$ cat config.mk
export PLATFORM = sky130hd
export DESIGN_NAME = usb_descriptor_checker_endpoint_table_unit
export DESIGN_NICKNAME = d
export VERILOG_FILES = /design/src/usbdc_pkg.sv /design/src/usbdc_front.sv /design/src/usbdc_queue.sv /design/src/usbdc_back.sv /design/src/usb_descriptor_checker_endpoint_table_unit.sv
export SDC_FILE = /design/constraint.sdc
export NUM_CORES = 1
export LEC_CHECK = 0
export ABC_AREA = 1
export BUFFER_PORTS_ARGS = -buffer_cell sky130_fd_sc_hd__buf_2
export CORE_MARGIN = 2
export CORE_UTILIZATION = 36
export CTS_BUF_LIST = sky130_fd_sc_hd__clkbuf_16
export DETAILED_ROUTE_END_ITERATION = 10
export PLACE_DENSITY = 0.63
export REMOVE_ABC_BUFFERS = 1
export SYNTH_ARGS = -nofsm -noshare
export SYNTH_HDL_FRONTEND = slang
export SYNTH_SLANG_ARGS = --single-unit
$ cat constraint.sdc
create_clock -name clk -period 10.7 [get_ports clk]
set_clock_uncertainty 0.2 [all_clocks]
set_input_delay 2.675 -clock clk [delete_from_list [all_inputs] [get_ports clk]]
set_output_delay 2.675 -clock clk [all_outputs]
set_load 0.005 [all_outputs]
$ cat src/usbdc_pkg.sv
// Package for the USB descriptor checker: item and result types, the record
// passed from the front end to the back end, and descriptor constants.
// Used by every module of the block; depends on nothing.
`timescale 1ns / 1ps

package usbdc_pkg;

  localparam int MAX_ENDPOINTS = 16;
  localparam int FILL_W        = $clog2(MAX_ENDPOINTS + 1);
  localparam int EP_IDX_W      = (MAX_ENDPOINTS > 1) ? $clog2(MAX_ENDPOINTS) : 1;

  localparam int CAPTURE_DEPTH = 12;
  localparam int QUEUE_DEPTH   = 2;
  localparam int QPTR_W        = $clog2(QUEUE_DEPTH);
  localparam int QCNT_W        = $clog2(QUEUE_DEPTH + 1);

  localparam logic KIND_DEVICE   = 1'b0;
  localparam logic KIND_ENDPOINT = 1'b1;

  localparam logic [7:0] DEV_LEN_MIN   = 8'd18;
  localparam logic [7:0] EP_LEN_MIN    = 8'd7;
  localparam logic [7:0] TYPE_DEVICE   = 8'd1;
  localparam logic [7:0] TYPE_ENDPOINT = 8'd5;
  localparam logic [7:0] BCD_USB_LO    = 8'h00;
  localparam logic [7:0] BCD_USB_HI    = 8'h02;
  localparam logic [7:0] BYTE_MAX      = 8'd255;

  localparam logic [6:0]  EP_NUM_MASK     = 7'h7f;
  localparam logic [6:0]  EP_NUM_MAX      = 7'h0f;
  localparam logic [15:0] PACKET_SIZE_MAX = 16'd64;
  localparam logic [15:0] PACKET_HI_MASK  = 16'hf800;

  localparam logic [1:0] XFER_CONTROL   = 2'd0;
  localparam logic [1:0] XFER_BULK      = 2'd2;
  localparam logic [1:0] XFER_INTERRUPT = 2'd3;

  typedef struct packed {
    logic       cmd;
    logic [7:0] data_byte;
    logic       last;
  } desc_t;

  typedef struct packed {
    logic        accepted;
    logic [15:0] vendor;
    logic [15:0] product;
    logic [7:0]  class_code;
    logic [7:0]  subclass_code;
    logic [7:0]  protocol_code;
    logic [4:0]  endpoint_total;
    logic [7:0]  ep_address;
    logic [7:0]  ep_attributes;
    logic [6:0]  ep_packet_size;
    logic [7:0]  ep_interval;
  } result_t;

  // One finished descriptor after the checks that need no table state.
  typedef struct packed {
    logic        kind;
    logic        ok;
    logic [15:0] vendor;
    logic [15:0] product;
    logic [7:0]  dev_class;
    logic [7:0]  dev_subclass;
    logic [7:0]  dev_protocol;
    logic [7:0]  addr;
    logic [7:0]  attr;
    logic [6:0]  packet_size;
    logic [7:0]  interval;
  } desc_rec_t;

  function automatic logic pkt_pow2(input logic [15:0] p);
    return (p == 16'd8) || (p == 16'd16) || (p == 16'd32) || (p == 16'd64);
  endfunction

endpackage

$ cat src/usbdc_front.sv
// Front end of the USB descriptor checker: captures descriptor bytes, counts
// them and runs the stateless field checks on the last byte.
// Depends on usbdc_pkg.
`timescale 1ns / 1ps

module usbdc_front import usbdc_pkg::*; (
  input  logic      clk,
  input  logic      rst,
  input  logic      accept,
  input  desc_t     item,
  output logic      push,
  output desc_rec_t rec
);

  logic [7:0] cap [CAPTURE_DEPTH];
  logic [7:0] byte_count;
  logic [7:0] byte_count_next;
  logic       kind_latch;
  logic       kind;
  logic [7:0] view [CAPTURE_DEPTH];
  logic [7:0] len;
  logic [15:0] mp;
  logic [1:0]  ttype;
  logic [6:0]  ep_num;
  logic        dev_ok;
  logic        ep_ok;

  assign byte_count_next = (byte_count == BYTE_MAX) ? BYTE_MAX : byte_count + 8'd1;
  assign len  = byte_count_next;
  assign kind = (byte_count == 8'd0) ? item.cmd : kind_latch;

  // The byte arriving now is merged into the captured bytes so the checks
  // see the complete descriptor on its last byte.
  always_comb begin
    for (int i = 0; i < CAPTURE_DEPTH; i++) begin
      view[i] = (byte_count == 8'(i)) ? item.data_byte : cap[i];
    end
  end

  assign mp     = {view[5], view[4]};
  assign ttype  = view[3][1:0];
  assign ep_num = view[2][6:0] & EP_NUM_MASK;

  always_comb begin
    dev_ok = (len >= DEV_LEN_MIN) && (view[0] >= DEV_LEN_MIN) && (view[0] <= len) &&
             (view[1] == TYPE_DEVICE) && (view[2] == BCD_USB_LO) &&
             (view[3] == BCD_USB_HI) && ({view[9], view[8]} != 16'd0) &&
             pkt_pow2({8'd0, view[7]});
    ep_ok  = (len >= EP_LEN_MIN) && (view[0] >= EP_LEN_MIN) && (view[0] <= len) &&
             (view[1] == TYPE_ENDPOINT) && (ep_num != 7'd0) && (ep_num <= EP_NUM_MAX) &&
             (ttype != XFER_CONTROL) &&
             !((ttype == XFER_INTERRUPT) && (view[6] == 8'd0)) &&
             (mp != 16'd0) && ((mp & PACKET_HI_MASK) == 16'd0) &&
             (mp <= PACKET_SIZE_MAX) &&
             !((ttype == XFER_BULK) && !pkt_pow2(mp));
  end

  always_comb begin
    rec.kind         = kind;
    rec.ok           = (kind == KIND_DEVICE) ? dev_ok : ep_ok;
    rec.vendor       = {view[9], view[8]};
    rec.product      = {view[11], view[10]};
    rec.dev_class    = view[4];
    rec.dev_subclass = view[5];
    rec.dev_protocol = view[6];
    rec.addr         = view[2];
    rec.attr         = view[3];
    rec.packet_size  = view[4][6:0];
    rec.interval     = view[6];
  end

  assign push = accept && item.last;

  always_ff @(posedge clk) begin
    if (rst) begin
      byte_count <= 8'd0;
      kind_latch <= KIND_DEVICE;
    end else if (accept) begin
      byte_count <= item.last ? 8'd0 : byte_count_next;
      kind_latch <= kind;
    end
  end

  always_ff @(posedge clk) begin
    if (accept) begin
      for (int i = 0; i < CAPTURE_DEPTH; i++) begin
        if (byte_count == 8'(i)) cap[i] <= item.data_byte;
      end
    end
  end

endmodule

$ cat src/usbdc_queue.sv
// Short queue of checked descriptor records between front and back end.
// Depends on usbdc_pkg.
`timescale 1ns / 1ps

module usbdc_queue import usbdc_pkg::*; (
  input  logic      clk,
  input  logic      rst,
  input  logic      push,
  input  desc_rec_t push_rec,
  input  logic      pop,
  output desc_rec_t pop_rec,
  output logic      full,
  output logic      empty
);

  desc_rec_t          mem [QUEUE_DEPTH];
  logic [QPTR_W-1:0]  wr_ptr;
  logic [QPTR_W-1:0]  rd_ptr;
  logic [QCNT_W-1:0]  count;

  assign full    = (count == QCNT_W'(QUEUE_DEPTH));
  assign empty   = (count == '0);
  assign pop_rec = mem[rd_ptr];

  always_ff @(posedge clk) begin
    if (rst) begin
      wr_ptr <= '0;
      rd_ptr <= '0;
      count  <= '0;
    end else begin
      if (push) wr_ptr <= wr_ptr + QPTR_W'(1);
      if (pop)  rd_ptr <= rd_ptr + QPTR_W'(1);
      if (push && !pop)      count <= count + QCNT_W'(1);
      else if (pop && !push) count <= count - QCNT_W'(1);
    end
  end

  always_ff @(posedge clk) begin
    if (push) mem[wr_ptr] <= push_rec;
  end

endmodule

$ cat src/usbdc_back.sv
// Back end of the USB descriptor checker: holds the device fields and the
// endpoint address table, applies descriptors and registers the result.
// Depends on usbdc_pkg.
`timescale 1ns / 1ps

module usbdc_back import usbdc_pkg::*; (
  input  logic      clk,
  input  logic      rst,
  input  desc_rec_t rec,
  input  logic      rec_avail,
  output logic      pop,
  output logic      result_valid,
  input  logic      result_stall,
  output result_t   result
);

  logic [15:0]       stored_vendor;
  logic [15:0]       stored_product;
  logic [7:0]        stored_class;
  logic [7:0]        stored_subclass;
  logic [7:0]        stored_protocol;
  logic [FILL_W-1:0] fill;
  logic [FILL_W-1:0] fill_next;
  logic [7:0]        addr_tab [MAX_ENDPOINTS];
  logic              dup;
  logic              room;
  logic              dev_take;
  logic              ep_take;
  result_t           result_next;

  assign pop = rec_avail && (!result_valid || !result_stall);

  // Only entries below the fill count hold live addresses.
  always_comb begin
    dup = 1'b0;
    for (int i = 0; i < MAX_ENDPOINTS; i++) begin
      if ((FILL_W'(i) < fill) && (addr_tab[i] == rec.addr)) dup = 1'b1;
    end
  end

  assign room     = (fill < FILL_W'(MAX_ENDPOINTS));
  assign dev_take = pop && rec.ok && (rec.kind == KIND_DEVICE);
  assign ep_take  = pop && rec.ok && (rec.kind == KIND_ENDPOINT) && room && !dup;

  always_comb begin
    if (dev_take)     fill_next = '0;
    else if (ep_take) fill_next = fill + FILL_W'(1);
    else              fill_next = fill;
  end

  always_comb begin
    result_next.accepted       = dev_take || ep_take;
    result_next.vendor         = dev_take ? rec.vendor       : stored_vendor;
    result_next.product        = dev_take ? rec.product      : stored_product;
    result_next.class_code     = dev_take ? rec.dev_class    : stored_class;
    result_next.subclass_code  = dev_take ? rec.dev_subclass : stored_subclass;
    result_next.protocol_code  = dev_take ? rec.dev_protocol : stored_protocol;
    result_next.endpoint_total = 5'(fill_next);
    result_next.ep_address     = ep_take ? rec.addr        : 8'd0;
    result_next.ep_attributes  = ep_take ? rec.attr        : 8'd0;
    result_next.ep_packet_size = ep_take ? rec.packet_size : 7'd0;
    result_next.ep_interval    = ep_take ? rec.interval    : 8'd0;
  end

  always_ff @(posedge clk) begin
    if (rst) begin
      stored_vendor   <= 16'd0;
      stored_product  <= 16'd0;
      stored_class    <= 8'd0;
      stored_subclass <= 8'd0;
      stored_protocol <= 8'd0;
      fill            <= '0;
      result_valid    <= 1'b0;
    end else begin
      fill <= fill_next;
      if (dev_take) begin
        stored_vendor   <= rec.vendor;
        stored_product  <= rec.product;
        stored_class    <= rec.dev_class;
        stored_subclass <= rec.dev_subclass;
        stored_protocol <= rec.dev_protocol;
      end
      if (pop)               result_valid <= 1'b1;
      else if (!result_stall) result_valid <= 1'b0;
    end
  end

  always_ff @(posedge clk) begin
    if (pop) result <= result_next;
    if (ep_take) addr_tab[fill[EP_IDX_W-1:0]] <= rec.addr;
  end

endmodule

$ cat src/usb_descriptor_checker_endpoint_table_unit.sv
// USB descriptor checker with endpoint table. Descriptor bytes are taken one
// per cycle with no gaps needed while the record queue has room; the byte
// marked last yields one result, which passes through the record queue (two
// entries) and the result register. A new byte is refused only while the
// record queue is full. The endpoint address compare over the table is
// combinational, so results drain at one per cycle while result_stall is low.
// Depends on usbdc_pkg, usbdc_front, usbdc_queue and usbdc_back.
`timescale 1ns / 1ps

module usb_descriptor_checker_endpoint_table_unit import usbdc_pkg::*; (
  input  logic    clk,
  input  logic    rst,
  input  logic    desc_valid,
  output logic    desc_stall,
  input  desc_t   desc,
  output logic    result_valid,
  input  logic    result_stall,
  output result_t result
);

  logic      accept;
  logic      push;
  desc_rec_t push_rec;
  desc_rec_t pop_rec;
  logic      pop;
  logic      q_full;
  logic      q_empty;

  assign desc_stall = q_full;
  assign accept     = desc_valid && !desc_stall;

  usbdc_front u_front (
    .clk    (clk),
    .rst    (rst),
    .accept (accept),
    .item   (desc),
    .push   (push),
    .rec    (push_rec)
  );

  usbdc_queue u_queue (
    .clk      (clk),
    .rst      (rst),
    .push     (push),
    .push_rec (push_rec),
    .pop      (pop),
    .pop_rec  (pop_rec),
    .full     (q_full),
    .empty    (q_empty)
  );

  usbdc_back u_back (
    .clk          (clk),
    .rst          (rst),
    .rec          (pop_rec),
    .rec_avail    (!q_empty),
    .pop          (pop),
    .result_valid (result_valid),
    .result_stall (result_stall),
    .result       (result)
  );

  // A rejected descriptor never reports endpoint fields.
  a_reject_clean: assert property (@(posedge clk) disable iff (rst)
    result_valid && !result.accepted |->
      result.ep_address == 8'd0 && result.ep_packet_size == 7'd0 &&
      result.ep_attributes == 8'd0 && result.ep_interval == 8'd0)
    else $error("rejected descriptor carries endpoint fields");

  // An added endpoint has a legal packet size and leaves a nonempty table.
  a_ep_added: assert property (@(posedge clk) disable iff (rst)
    result_valid && result.ep_address != 8'd0 |->
      result.accepted && result.endpoint_total != 5'd0 &&
      result.ep_packet_size != 7'd0 && result.ep_packet_size <= 7'd64)
    else $error("endpoint result inconsistent");

  // The queue never takes a record while it is full.
  a_no_overflow: assert property (@(posedge clk) disable iff (rst)
    q_full |-> !push)
    else $error("record pushed into full queue");

endmodule
==> load_flow_metrics.sql <==
INSERT INTO impl_metrics (metric_group, metric, value, unit) VALUES
('timing', 'layout_worst_path_cycle_share', '0.5524', ''),
('clock_network', 'post_cts.resized_instances', '0', ''),
('timing', 'fmaxAchievable', '169.2', 'MHz'),
('synthesis', 'gate_count_post_synth', '2019', ''),
('timing', 'grt_setup_unrepaired', 'false', ''),
('status', 'outcome', 'completed', ''),
('cells_and_area', 'fillers', '5834', ''),
('timing', 'timing_worst_slew_pin_value', '1.088', 'ns'),
('synthesis', 'ys_warn_count', '0', ''),
('routing', 'route.detailed.wl_per_inst', '17.05', 'um'),
('cells_and_area', 'final-instance-count-excl-fill', '3005', ''),
('clock_network', 'clk_latency', '0.64', 'ns'),
('cells_and_area', 'synthToLayoutAreaGrowth', '13.49', '%'),
('power', 'internal_power_consumption', '4.193', 'mW'),
('clock_network', 'max_root_sink_buffers', '3', ''),
('cells_and_area', 'final_layout_size_suffix_gt1_frac', '0.1338', ''),
('setup_path', 'worst_setup_ep_type', 'flip-flop', ''),
('placement', 'port_buffers', '108', ''),
('power', 'p_sw_frac', '0.3110', ''),
('cells_and_area', 'layout.nets', '2152', ''),
('routing', 'drt_first_pass_iters', '5', ''),
('die', 'die_width', '254.8', 'um'),
('die', 'initial_cell_density_of_the_core', '0.3656', ''),
('power', 'power.switching', '1.892', 'mW'),
('placement', 'postPlaceCellArea', '23930', 'um^2'),
('routing', 'number_of_design_rule_violations_left_after_detail_routing', '0', ''),
('clock_network', 'cts_hold_buffers', '0', ''),
('routing', 'routed-via-count', '14420', ''),
('synthesis', 'yosys.area_share.xor_xnor', '0.01934', ''),
('setup_path', 'critPathKind', 'input port to flip-flop', ''),
('placement', 'pre_cts_slack', '4.259', 'ns'),
('timing', 'final_max_slew_viol_count', '0', ''),
('synthesis', 'multiplexer_share_of_the_synthesized_area', '0.02520', ''),
('die', 'placeableCoreArea', '61940', 'um^2'),
('routing', 'ant_nets', '0', ''),
('timing', 'final_setup_tns', '0', 'ns'),
('setup_path', 'critPathRequiredTime', '10.73', 'ns'),
('setup_path', 'series_of_cell_instances_along_the_critical_path', 'buf_2 > nand2_1 > o21a_4 > nand2_1 > nor3_1 > nand2_1 > nor2_4 > nand2_2 > inv_1 > nand2_1 > nor2_1', ''),
('placement', 'hpwl', '31530', 'um'),
('setup_path', 'critPathMostFrequentCell', 'sky130_fd_sc_hd__nand2_1', ''),
('clock_network', 'cts_tree', 'done', ''),
('timing', 'timing.max_slew.rel_slack', '0.2692', ''),
('cells_and_area', 'postLayoutCellArea', '25700', 'um^2'),
('setup_path', 'crit_path_top_delay_cell', 'sky130_fd_sc_hd__o21a_4', ''),
('synthesis', 'syn-cell-area', '22640', 'um^2'),
('setup_path', 'cp_slowest_stage_delay', '0.63', 'ns'),
('setup_path', 'worst-endpoint-arrival', '5.94', 'ns'),
('timing', 'postLayoutSetupSlackWorst', '4.789', 'ns'),
('synthesis', 'synth_cell_type_count', '42', ''),
('synthesis', 'combinational_family_with_the_most_area_after_synthesis', 'simple AND/OR/NAND/NOR gates', ''),
('grt', 'globalRouteOverflowTotal', '0', ''),
('grt', 'grt_pass1_vias', '14020', ''),
('routing', 'routed_wl', '51230', 'um'),
('clock_network', 'numCtsBuffers', '54', ''),
('timing', 'timing.final.setup_violations', '0', ''),
('setup_path', 'cp_top_family', 'simple AND/OR/NAND/NOR gates', ''),
('routing', 'route.detailed.vias_per_inst', '4.798', ''),
('synthesis', 'synth_compound_area_frac', '0.06238', ''),
('power', 'static-leakage-power', '10.04', 'nW'),
('routing', 'drtIter0Drc', '1088', ''),
('setup_path', 'cp-start-kind', 'input port', ''),
('clock_network', 'cts.sink_count', '533', ''),
('power', 'powerDensity', '236.8', 'nW/um^2'),
('placement', 'number_of_instances_in_the_placed_design', '2902', ''),
('die', 'die_area', '64920', 'um^2'),
('grt', 'grt_max_degree', '88', ''),
('synthesis', 'ys_ff_latch', '533', ''),
('power', 'combinationalPowerShare', '0.232', ''),
('grt', 'antenna_found_initial', '1', ''),
('min_path', 'path_class_of_the_lowest_slack_min_delay_path', 'flip-flop to flip-flop', ''),
('die', 'fp.dieH', '254.8', 'um');
## power by group through the flow
| stage | sequential (mW) | clock, mW | combinational, mW |
|---|---|---|---|
| floorplan | 2.90 | 0 | 0.839 |
| global placement | 2.87 | 0 | 1.39 |
| detailed placement | 2.87 | 0 | 1.43 |
| CTS | 2.84 | 1.88 | 1.44 |
| global route | 2.86 | 1.97 | 1.59 |
| finish | 2.83 | 1.85 | 1.41 |
## cell families after synthesis
| group | count (synthesis) |
|---|---|
| and+or+nand+nor | 802 |
| AOI/OAI and AO/OA | 245 |
| DFF | 533 |
| xor gates and xnor gates | 50 |
| adders and majority gates | 17 |
| buffers and inverters | 315 |
| muxes | 57 |
## Yosys cell counts
cell type                  instances  area, um^2
sky130_fd_sc_hd__clkbuf_1         34       127.6
sky130_fd_sc_hd__a211oi_1         57       427.9
sky130_fd_sc_hd__a21oi_1          78       390.4
sky130_fd_sc_hd__o21a_1            3       22.52
sky130_fd_sc_hd__nand3b_1          5       37.54
sky130_fd_sc_hd__buf_6            13       146.4
sky130_fd_sc_hd__nand2_1         459        1723
sky130_fd_sc_hd__ha_1             17       212.7
sky130_fd_sc_hd__dfxtp_1          76        1521
sky130_fd_sc_hd__and2_1            1       6.260
sky130_fd_sc_hd__nand4_4           1       21.27
sky130_fd_sc_hd__nor4_1            2       12.51
sky130_fd_sc_hd__nor4b_1           1       8.760
sky130_fd_sc_hd__clkinv_1          2       7.510
sky130_fd_sc_hd__nand3_1          68       340.3
sky130_fd_sc_hd__a21oi_2           6       52.55
sky130_fd_sc_hd__o21bai_1          2       15.01
sky130_fd_sc_hd__xnor2_1          28       245.2
sky130_fd_sc_hd__nand2_2          10       62.56
sky130_fd_sc_hd__inv_1           238       893.4
sky130_fd_sc_hd__o22ai_1           1       6.260
sky130_fd_sc_hd__nor2_4            3       33.78
sky130_fd_sc_hd__inv_2             2       7.510
sky130_fd_sc_hd__a22oi_1           1       7.510
sky130_fd_sc_hd__or3_1             1       6.260
sky130_fd_sc_hd__buf_1             5       18.77
sky130_fd_sc_hd__nand2_4           1       11.26
sky130_fd_sc_hd__buf_4             9       67.56
sky130_fd_sc_hd__nor3_1           21       105.1
sky130_fd_sc_hd__nand4_1          16       100.1
sky130_fd_sc_hd__buf_2            12       60.06
sky130_fd_sc_hd__or2_2            56       350.3
sky130_fd_sc_hd__nor2_1          148       555.5
sky130_fd_sc_hd__xor2_1           22       192.7
sky130_fd_sc_hd__nor2_2            4       25.02
sky130_fd_sc_hd__o211ai_1          1       7.510
sky130_fd_sc_hd__o31ai_1           1       7.510
sky130_fd_sc_hd__nor3b_1           5       37.54
sky130_fd_sc_hd__o21ai_1           2       10.01
sky130_fd_sc_hd__mux2i_1          57       570.6
sky130_fd_sc_hd__o21ai_0          93       465.5
sky130_fd_sc_hd__edfxtp_1        457       13720
## cell type report
class	count	area [um^2]	area share
diodes	1	2.502	0.00009737
clock buffers	56	1401	0.05453
clock inverters	46	366.6	0.01426
inverters	242	910.9	0.03544
multi-input cells	1171	6100	0.2373
flip-flops and latches	533	15250	0.5933
well taps	837	1047	0.04075
repair buffers	119	623.1	0.02425
## per-stage QoR
step | util | hold WS, ns | total power [mW]
floorplan | - | 0.2524 | 3.739
global placement | 0.3863 | 0.2725 | 4.260
detailed placement | 0.3863 | 0.2796 | 4.301
CTS | 0.4149 | 0.2896 | 6.157
global route | 0.4149 | 0.3233 | 6.415
finish | 0.4149 | 0.2885 | 6.086
## cells in the final DEF (no fill, tap or decap), types with 3 or more instances in the layout
cell type / n
sky130_fd_sc_hd__a21oi_1: 78
sky130_fd_sc_hd__xor2_1: 22
sky130_fd_sc_hd__or2_2: 56
sky130_fd_sc_hd__nand2_2: 11
sky130_fd_sc_hd__a21oi_2: 6
sky130_fd_sc_hd__nor3_1: 21
sky130_fd_sc_hd__nand3_1: 68
sky130_fd_sc_hd__dfxtp_1: 75
sky130_fd_sc_hd__clkbuf_16: 56
sky130_fd_sc_hd__nand2_1: 458
sky130_fd_sc_hd__ha_1: 17
sky130_fd_sc_hd__buf_2: 108
sky130_fd_sc_hd__clkinvlp_4: 8
sky130_fd_sc_hd__mux2i_1: 57
sky130_fd_sc_hd__clkinv_1: 13
sky130_fd_sc_hd__nor3b_1: 5
sky130_fd_sc_hd__o21ai_0: 92
sky130_fd_sc_hd__clkinv_2: 7
sky130_fd_sc_hd__nand3b_1: 5
sky130_fd_sc_hd__xnor2_1: 28
sky130_fd_sc_hd__buf_4: 11
sky130_fd_sc_hd__nor2_4: 5
sky130_fd_sc_hd__a211oi_1: 57
sky130_fd_sc_hd__nand4_1: 16
sky130_fd_sc_hd__bufinv_16: 3
sky130_fd_sc_hd__edfxtp_1: 457
sky130_fd_sc_hd__inv_1: 247
sky130_fd_sc_hd__nor2_1: 146
sky130_fd_sc_hd__nor2_2: 4
## registers in the layout (all words and copies together), names as in the netlist, 2 cells and up, named ones only
| register | count |
|---|---|
| u_back.stored_product | 16 |
| u_queue.mem | 148 |
| u_back.stored_vendor | 16 |
| u_back.addr_tab | 120 |
| u_back.result | 93 |
| u_front.byte_count | 8 |
| u_back.fill | 5 |
| u_back.stored_class | 8 |
| u_queue.count | 2 |
| u_front.cap | 96 |
| u_back.stored_protocol | 8 |
| u_back.stored_subclass | 8 |
## worst paths after layout
check | to | depth (start not counted) | slack [ns] | start
worst max-delay path | u_back.addr_tab[13][1]$_DFFE_PP_ | 11 | 4.79 | result_stall
worst max register to register | u_back.addr_tab[13][1]$_DFFE_PP_ | 17 | 5.24 | flip-flop
worst min-delay path | u_front.byte_count[6]$_SDFFE_PP0P_ | 2 | 0.29 | u_front.byte_count[6]$_SDFFE_PP0P_
worst min register to register | u_front.byte_count[6]$_SDFFE_PP0P_ | 2 | 0.29 | u_front.byte_count[6]$_SDFFE_PP0P_
## worst min-delay path, stage by stage, from the launching register on
cell and delay, ns:
sky130_fd_sc_hd__dfxtp_1 0.32, sky130_fd_sc_hd__nand2_1 0.07, sky130_fd_sc_hd__a21oi_1 0.06
## metal layers
layer,track usage,vias up,share of wire
met5,0,-,0
met1,0.2154,6861,0.45
met3,0.02807,112,0.062
li1,-,7034,-
met4,0.05313,0,0.027
met2,0.2557,412,0.46
(Power assumes the default switching activity.)
